<file path="src/rtl/axt_pkg.sv">
`timescale 1ns / 1ps
// ----------------------------------------------------------------------------
// axt_pkg
// Shared types and constants of the address cross-reference tracker.
// ----------------------------------------------------------------------------
package axt_pkg;

  localparam int NUM_REGS = 32;
  localparam int REG_W    = $clog2(NUM_REGS);
  localparam int DATA_W   = 64;
  localparam int ADDR_W   = 4;

  typedef struct packed {
    logic        restart;
    logic [31:0] instr_word;
    logic [31:0] instr_offset;
    logic        last_word;
  } item_t;

  typedef struct packed {
    logic        hit;
    logic [63:0] query_value;
    logic        final_res;
  } result_t;

  // decoded instruction, register-file view
  typedef struct packed {
    logic             writes;
    logic             use_reg;
    logic             page;
    logic [REG_W-1:0] rd;
    logic [REG_W-1:0] src;
    logic [63:0]      addend;
  } dec_t;

endpackage

</file>
<file path="src/rtl/axt_ram.sv">
`timescale 1ns / 1ps
// ----------------------------------------------------------------------------
// axt_ram
// Generic single-write, single-read RAM with registered read data.
// ----------------------------------------------------------------------------
module axt_ram #(
  parameter int WIDTH = 64,
  parameter int DEPTH = 32
) (
  input  logic                     clk,
  input  logic                     we,
  input  logic [$clog2(DEPTH)-1:0] waddr,
  input  logic [WIDTH-1:0]         wdata,
  input  logic                     re,
  input  logic [$clog2(DEPTH)-1:0] raddr,
  output logic [WIDTH-1:0]         rdata
);

  logic [WIDTH-1:0] mem [DEPTH];

  always_ff @(posedge clk) begin
    if (we) begin
      mem[waddr] <= wdata;
    end
    if (re) begin
      rdata <= mem[raddr];
    end
  end

endmodule

</file>
<file path="src/rtl/axt_decode.sv">
`timescale 1ns / 1ps
// ----------------------------------------------------------------------------
// axt_decode
// Decodes ADRP, ADD immediate, LDR unsigned offset, ADR and LDR literal into
// destination, source register and immediate addend.
// ----------------------------------------------------------------------------
module axt_decode (
  input  logic [31:0]   word,
  output axt_pkg::dec_t dec
);
  import axt_pkg::*;

  typedef enum logic [2:0] {
    OP_NONE,
    OP_ADRP,
    OP_ADD,
    OP_LDR,
    OP_ADR,
    OP_LDRL
  } op_t;

  localparam logic [31:0] ADR_MASK  = 32'h9F00_0000;
  localparam logic [31:0] ADRP_VAL  = 32'h9000_0000;
  localparam logic [31:0] ADR_VAL   = 32'h1000_0000;
  localparam logic [31:0] OPC_MASK  = 32'hFF00_0000;
  localparam logic [31:0] ADD_VAL   = 32'h9100_0000;
  localparam logic [31:0] LDRL_VAL  = 32'h5800_0000;
  localparam logic [31:0] LDR_MASK  = 32'hF9C0_0000;
  localparam logic [31:0] LDR_VAL   = 32'hF940_0000;
  localparam logic [1:0]  SHIFT_12  = 2'd1;

  op_t         op;
  logic [20:0] adr_imm;
  logic [11:0] imm12;

  assign adr_imm = {word[23:5], word[30:29]};
  assign imm12   = word[21:10];

  always_comb begin
    if ((word & ADR_MASK) == ADRP_VAL) begin
      op = OP_ADRP;
    end else if ((word & OPC_MASK) == ADD_VAL) begin
      op = OP_ADD;
    end else if ((word & LDR_MASK) == LDR_VAL) begin
      op = OP_LDR;
    end else if ((word & ADR_MASK) == ADR_VAL) begin
      op = OP_ADR;
    end else if ((word & OPC_MASK) == LDRL_VAL) begin
      op = OP_LDRL;
    end else begin
      op = OP_NONE;
    end
  end

  always_comb begin
    dec.rd      = word[REG_W-1:0];
    dec.src     = word[REG_W-1:0];
    dec.writes  = 1'b1;
    dec.use_reg = 1'b0;
    dec.page    = 1'b0;
    dec.addend  = '0;
    unique case (op)
      OP_ADRP: begin
        dec.page   = 1'b1;
        dec.addend = {{31{adr_imm[20]}}, adr_imm, 12'b0};
      end
      OP_ADD: begin
        dec.use_reg = 1'b1;
        dec.src     = word[5 +: REG_W];
        if (word[23:22] == SHIFT_12) begin
          dec.addend = {40'b0, imm12, 12'b0};
        end else begin
          dec.addend = {52'b0, imm12};
        end
      end
      OP_LDR: begin
        dec.use_reg = 1'b1;
        dec.src     = word[5 +: REG_W];
        dec.addend  = {49'b0, imm12, 3'b0};
      end
      OP_ADR: begin
        dec.addend = {{43{adr_imm[20]}}, adr_imm};
      end
      OP_LDRL: begin
        dec.addend = {43'b0, word[23:5], 2'b0};
      end
      OP_NONE: begin
        // table unchanged: pass the destination's own value through
        dec.writes  = 1'b0;
        dec.use_reg = 1'b1;
      end
      default: begin
        dec.writes = 1'b0;
      end
    endcase
  end

endmodule

</file>
<file path="src/rtl/arm64_address_xref_tracker.sv">
`timescale 1ns / 1ps
// ----------------------------------------------------------------------------
// arm64_address_xref_tracker
// Tracks address-forming AArch64 instructions over a table of 64-bit
// register values and flags words whose destination reaches the target.
// ----------------------------------------------------------------------------
// The block accepts one instruction word every clock cycle unless an untaken
// result stalls it. The register table read fills the s1 stage register, and
// the add, compare and write-back fill the result register. The table sits in
// two copies of a 32 x 64 RAM with registered read, one serving the operand
// (or the destination of a word that forms no address) and one serving the
// query register; a forwarding register covers the write that lands at the
// edge of a read. Restart is handled by per-entry valid bits and clears the
// table within the same word, so no clearing pass follows reset. Registers
// are target_value at byte address 0 and query_reg at byte address 8.
// ----------------------------------------------------------------------------
module arm64_address_xref_tracker (
  input  logic                         clk,
  input  logic                         rst,
  input  logic                         item_valid,
  output logic                         item_ready,
  input  axt_pkg::item_t               item,
  output logic                         result_valid,
  input  logic                         result_ready,
  output axt_pkg::result_t             result,
  input  logic                         psel,
  input  logic                         penable,
  input  logic                         pwrite,
  input  logic [axt_pkg::ADDR_W-1:0]   paddr,
  input  logic [axt_pkg::DATA_W-1:0]   pwdata,
  output logic [axt_pkg::DATA_W-1:0]   prdata,
  output logic                         pready
);
  import axt_pkg::*;

  localparam logic REG_TARGET = 1'b0;
  localparam logic REG_QUERY  = 1'b1;

  typedef struct packed {
    logic             restart;
    logic             last_word;
    dec_t             dec;
    logic [31:0]      base_off;
    logic [REG_W-1:0] qaddr;
  } stage_t;

  logic [63:0]      target_value;
  logic [REG_W-1:0] query_reg;
  logic             cfg_we;

  dec_t             dec;
  logic             accept;
  stage_t           s1;
  logic             s1_valid;
  logic             s1_adv;
  logic [NUM_REGS-1:0] valid;
  logic [NUM_REGS-1:0] valid_next;
  logic             fwd_valid;
  logic [REG_W-1:0] fwd_addr;
  logic [63:0]      fwd_data;
  logic [63:0]      rdata_src;
  logic [63:0]      rdata_qry;
  logic [63:0]      src_val;
  logic [63:0]      qry_val;
  logic [63:0]      base;
  logic [63:0]      sum;
  logic             wr_en;

  // configuration port
  assign pready = 1'b1;
  assign cfg_we = psel && penable && pwrite && pready;

  always_ff @(posedge clk) begin
    if (rst) begin
      target_value <= '0;
      query_reg    <= '0;
    end else if (cfg_we) begin
      unique case (paddr[ADDR_W-1])
        REG_TARGET: target_value <= pwdata;
        REG_QUERY:  query_reg    <= pwdata[REG_W-1:0];
        default:    target_value <= target_value;
      endcase
    end
  end

  always_comb begin
    unique case (paddr[ADDR_W-1])
      REG_TARGET: prdata = target_value;
      REG_QUERY:  prdata = {{(DATA_W-REG_W){1'b0}}, query_reg};
      default:    prdata = '0;
    endcase
  end

  // decode and table read
  axt_decode u_decode (
    .word (item.instr_word),
    .dec  (dec)
  );

  assign s1_adv     = s1_valid && (!result_valid || result_ready);
  assign item_ready = !s1_valid || s1_adv;
  assign accept     = item_valid && item_ready;
  assign wr_en      = s1_adv && s1.dec.writes;

  axt_ram #(.WIDTH(64), .DEPTH(NUM_REGS)) u_ram_src (
    .clk   (clk),
    .we    (wr_en),
    .waddr (s1.dec.rd),
    .wdata (sum),
    .re    (accept),
    .raddr (dec.src),
    .rdata (rdata_src)
  );

  axt_ram #(.WIDTH(64), .DEPTH(NUM_REGS)) u_ram_qry (
    .clk   (clk),
    .we    (wr_en),
    .waddr (s1.dec.rd),
    .wdata (sum),
    .re    (accept),
    .raddr (query_reg),
    .rdata (rdata_qry)
  );

  always_ff @(posedge clk) begin
    if (rst) begin
      s1_valid <= 1'b0;
    end else if (accept) begin
      s1_valid <= 1'b1;
    end else if (s1_adv) begin
      s1_valid <= 1'b0;
    end
    if (accept) begin
      s1.restart   <= item.restart;
      s1.last_word <= item.last_word;
      s1.dec       <= dec;
      s1.qaddr     <= query_reg;
      s1.base_off  <= dec.page ? {item.instr_offset[31:12], 12'b0}
                               : {item.instr_offset[31:2], 2'b0};
    end
  end

  // execute: resolve operands, add, compare, write back
  always_comb begin
    if (s1.restart || !valid[s1.dec.src]) begin
      src_val = '0;
    end else if (fwd_valid && fwd_addr == s1.dec.src) begin
      src_val = fwd_data;
    end else begin
      src_val = rdata_src;
    end
    if (s1.restart || !valid[s1.qaddr]) begin
      qry_val = '0;
    end else if (fwd_valid && fwd_addr == s1.qaddr) begin
      qry_val = fwd_data;
    end else begin
      qry_val = rdata_qry;
    end
  end

  assign base = s1.dec.use_reg ? src_val : {32'b0, s1.base_off};
  assign sum  = base + s1.dec.addend;

  always_comb begin
    valid_next = s1.restart ? '0 : valid;
    if (s1.dec.writes) begin
      valid_next[s1.dec.rd] = 1'b1;
    end
  end

  always_ff @(posedge clk) begin
    if (rst) begin
      valid     <= '0;
      fwd_valid <= 1'b0;
    end else if (s1_adv) begin
      valid <= valid_next;
      if (s1.dec.writes) begin
        fwd_valid <= 1'b1;
      end
    end
    if (wr_en) begin
      fwd_addr <= s1.dec.rd;
      fwd_data <= sum;
    end
  end

  // result register
  always_ff @(posedge clk) begin
    if (rst) begin
      result_valid <= 1'b0;
    end else if (s1_adv) begin
      result_valid <= 1'b1;
    end else if (result_ready) begin
      result_valid <= 1'b0;
    end
    if (s1_adv) begin
      result.hit         <= (sum == target_value);
      result.query_value <= (s1.dec.writes && s1.dec.rd == s1.qaddr) ? sum : qry_val;
      result.final_res   <= s1.last_word;
    end
  end

  // checks
  a_write_sets_valid: assert property (@(posedge clk) disable iff (rst)
    wr_en |=> valid[$past(s1.dec.rd)])
    else $error("written entry not marked valid");

  a_restart_clears: assert property (@(posedge clk) disable iff (rst)
    s1_adv && s1.restart && !s1.dec.writes |=> valid == '0)
    else $error("restart left valid entries");

  a_fwd_tracks_write: assert property (@(posedge clk) disable iff (rst)
    wr_en |=> fwd_valid && fwd_addr == $past(s1.dec.rd) && fwd_data == $past(sum))
    else $error("forwarding register missed a write");

  a_adv_fills_result: assert property (@(posedge clk) disable iff (rst)
    s1_adv |=> result_valid)
    else $error("advanced request produced no result");

endmodule
</file>
<file path="config.mk">
export PLATFORM = sky130hd
export DESIGN_NAME = arm64_address_xref_tracker
export DESIGN_NICKNAME = d
export VERILOG_FILES = /design/src/rtl/axt_pkg.sv /design/src/rtl/axt_ram.sv /design/src/rtl/axt_decode.sv /design/src/rtl/arm64_address_xref_tracker.sv
export SDC_FILE = /design/constraint.sdc
export NUM_CORES = 2
export LEC_CHECK = 0
export BUFFER_PORTS_ARGS = -buffer_cell sky130_fd_sc_hd__buf_4
export CORE_MARGIN = 3
export CORE_UTILIZATION = 57
export DETAILED_ROUTE_END_ITERATION = 12
export PLACE_DENSITY_LB_ADDON = 0.12
export SKIP_LAST_GASP = 1
export SLEW_MARGIN = 10
export SYNTH_ARGS = -nofsm -noshare
export SYNTH_HDL_FRONTEND = slang
export SYNTH_SLANG_ARGS = --single-unit
export TNS_END_PERCENT = 20
</file>
<file path="constraint.sdc">
create_clock -name clk -period 10.6 [get_ports clk]
set_input_delay 1.59 -clock clk [delete_from_list [all_inputs] [get_ports clk]]
set_output_delay 1.59 -clock clk [all_outputs]
set_load 0.005 [all_outputs]
</file>
==> impl_results.md <==
- Average size of a mapped cell: 13.0 sq um
- Synthesis warning total: 0
- Clock Tree Buf Depth: 4
- Status: complete, no violations
- GR peak layer: met2
- R2r worst-path depth: 19
- Antenna-violating nets left: 0
- Max-cap violations: 0
- Total CTS buffers: 284
- Met2 usage: 53.8%
- Die width: between 400 and 500 um
- Clk sinks: about 2500
- First-pass GRT wire length: just under 600000 um
- Relative slew margins: 13.5%
- CP startpoint kind: flip-flop
- Largest area contributor in the netlist: edfxtp_1
- Worst Hold Depth: 0
- Cell Pwr Density: between 150 and 200 mW/mm^2
- Die height: between 400 and 500 um
- WL/cell: 33.1 um
- Hold Vio Cnt, Final: 0
- Setup violators final: 0
- Root buf cell: clkbuf_16
- Post-DP HPWL: between 200000 and 250000 um
- Via count: around 87000
- Max VDD drop: about 150 uV
- Worst min-delay path class: flip-flop to flip-flop
- Total global-route track usage: between 30% and 40%
- I/O pin total: 274
- Router iterations before antenna repair: 9
- Core Region: around 0.21 sq mm
- Max Clock Skew: about 69 ps
- Commonest cells after routing, fill and taps aside: edfxtp_1, nand2_1, nand3_1
- Post-Syn Nets: 9504
- Total number of placement rows: between 150 and 200
- Final Wtd Congestion: between 0.9 and 1
- Tcrit/Tclk final: 71.7%
- Largest net degree at the start of global routing: roughly 170
- Clock Latency Late Sink: around 950 ps
- Post-synth EDFFs: between 2000 and 2500
- Final WL: between 400000 and 500000 um
- DRC: 0
- Vias/cell: between 7 and 8
- Ys flop type: edfxtp_1
- Crit. Startpoint: s1[101]
- DIE AREA: about 0.22 sq mm
- Commonest non-fill, non-tap cell in the layout: edfxtp_1
- Met3 Usage GRT: a little under a tenth
- CP arrival: approximately 8400 ps
- Maximum clock rate: approximately 0.13 GHz
- Starting DRT DRC Count: about 14000
- Worst reg2reg startpoint: s1[101]
- Async S/R FF share, synth: 0%
- Yosys top cell area share: 59.6%
- Initial Util: between 50% and 60%
- Biggest regs: u_ram_src.mem (1984), s1 (82), result (66)
- Min Tclk post-route: 7610 ps
- Worst Max-Slew Pin Slew: 1290 ps
- Hold_sp: s1[114]
- H-tree level count: 5
- Setup TNS: 0 ps
- Max-slew violations: 0
- Port bufs: 267
- Critical path endpoint category: flip-flop
- Syn Std Cell Area: 0.121 sq mm
- Most flops, register: u_ram_src.mem
- Ranking of synthesized cells by area: edfxtp_1, mux4_2, nand2_1
- Crit-path max FO: 35
- Setup bufs post-CTS: 0
- Max reg flops: 1984
- Antenna violations before repair: 15
- TritonCTS clock tree: yes
- Placement Cell Area: roughly 0.13 sq mm
- RSZ-0062 raised after global routing: false
- Number of global-route vias before repair: ~83000
- Cts repair resizes: 0
- Finished layout cell area: 0.134 sq mm
- Synth Instances: roughly 9300
- Post-synth cell types: 100
- CP Class: flip-flop to flip-flop
- Layout cells sized above 1: 18.2%
- Leak: 46.0 nW
- Clock transition at the registers of the reported paths: around 60 ps
- Met1 Usage GRT: a little over half
- Grt ovf: 0
- Nets@finish: about 9500
- Hold_buf cts: 0
- Area grow syn2layout: 11.5%
- Seq/Total Area, Yosys: between 60 and 70%
- Total power: about 22 mW
- WP data required: roughly 11000 ps
- Synth Register Bits: between 2000 and 2500
## final timing paths
check	end	slack, ps
worst max-delay path	result[65]	2990
worst max register to register	result[65]	2990
worst min-delay path	result[0]	440
worst min register to register	result[0]	440
## Yosys cell counts (all sizes together), types with 7 or more instances
master / instances
nand2b: 11
nand4: 31
nor3: 30
and3: 137
or3: 7
nand3: 1047
nand2: 2353
a211oi: 12
buf: 187
o21ai: 62
or2: 8
a21o: 91
and2: 10
xor2: 57
a31oi: 73
o21a: 15
mux2i: 109
inv: 99
edfxtp: 2393
a22oi: 13
nor4: 18
a21oi: 215
mux4: 660
o211ai: 7
dfxtp: 104
nand3b: 8
o21bai: 14
nor2: 175
clkbuf: 547
xnor2: 76
mux2: 71
o22ai: 64
a41o: 30
a311oi: 320
nor2b: 73
ha: 64
## per-layer routing
layer | part of all wire [%] | routed length, um | vias up
li1 | - | - | 35505
met1 | 37 | 151000 | 43436
met2 | 44 | 178000 | 6870
met3 | 14 | 57700 | 1155
met4 | 5.4 | 21900 | 6
met5 | 0.010 | 42 | -
## through the flow
stage | worst slack, ps | std cells | utilization (%) | hold slack, ps
3_3_place_gp | 3200 | 11837 | 60.0 | 419
3_5_place_dp | 3160 | 11837 | 60.0 | 413
2_1_floorplan | 1100 | 9298 | - | 400
6_report | 2990 | 12323 | 64.0 | 438
4_1_cts | 3060 | 12317 | 64.0 | 439
5_1_grt | 2830 | 12319 | 64.0 | 444
## final cells by class
cell class              instances  area, sq um
diodes                          6         15.0
clock buffers                 350         7550
clock inverters               130          907
fillers                     15191        75600
inverters                      99          392
multi-input cells            5968        44100
flip-flops and latches       2497        74000
well taps                    2805         3510
repair buffers                468         3980
## power breakdown
part	internal (mW)	switching, mW	total, mW
clock network	5.28	3.88	9.16
registers	11.0	0.0857	11.1
logic	0.491	1.10	1.59
## kinds of logic (layout without fill, tap and decap cells)
group,after synthesis,after routing,share of synthesized area (%)
and+or+nand+nor,3930,3930,14.1
DFF,2497,2497,61.4
AOI/OAI and AO/OA,991,991,6.10
muxes,840,840,13.9
buffers and inverters,833,1047,2.71
xor gates and xnor gates,141,141,1.13
adders and majority gates,65,65,0.681
other,1,7,0.00311
## critical path, stage by stage (launching register included)
cell      delay, ps
edfxtp_1        720
mux4_2          610
mux4_2          480
mux2_2          270
nand3b_1        260
buf_4           390
o22ai_1         230
ha_1            470
a21oi_1         310
o21ai_0         310
a21o_1          300
a211oi_1        710
o21ai_2         200
xor2_4          900
xnor2_1         220
nand2_1         100
nor4_2          250
nand4_1         150
a2111o_1        380
nor2_1          120
Note: power is estimated with default switching activity, not from simulation.
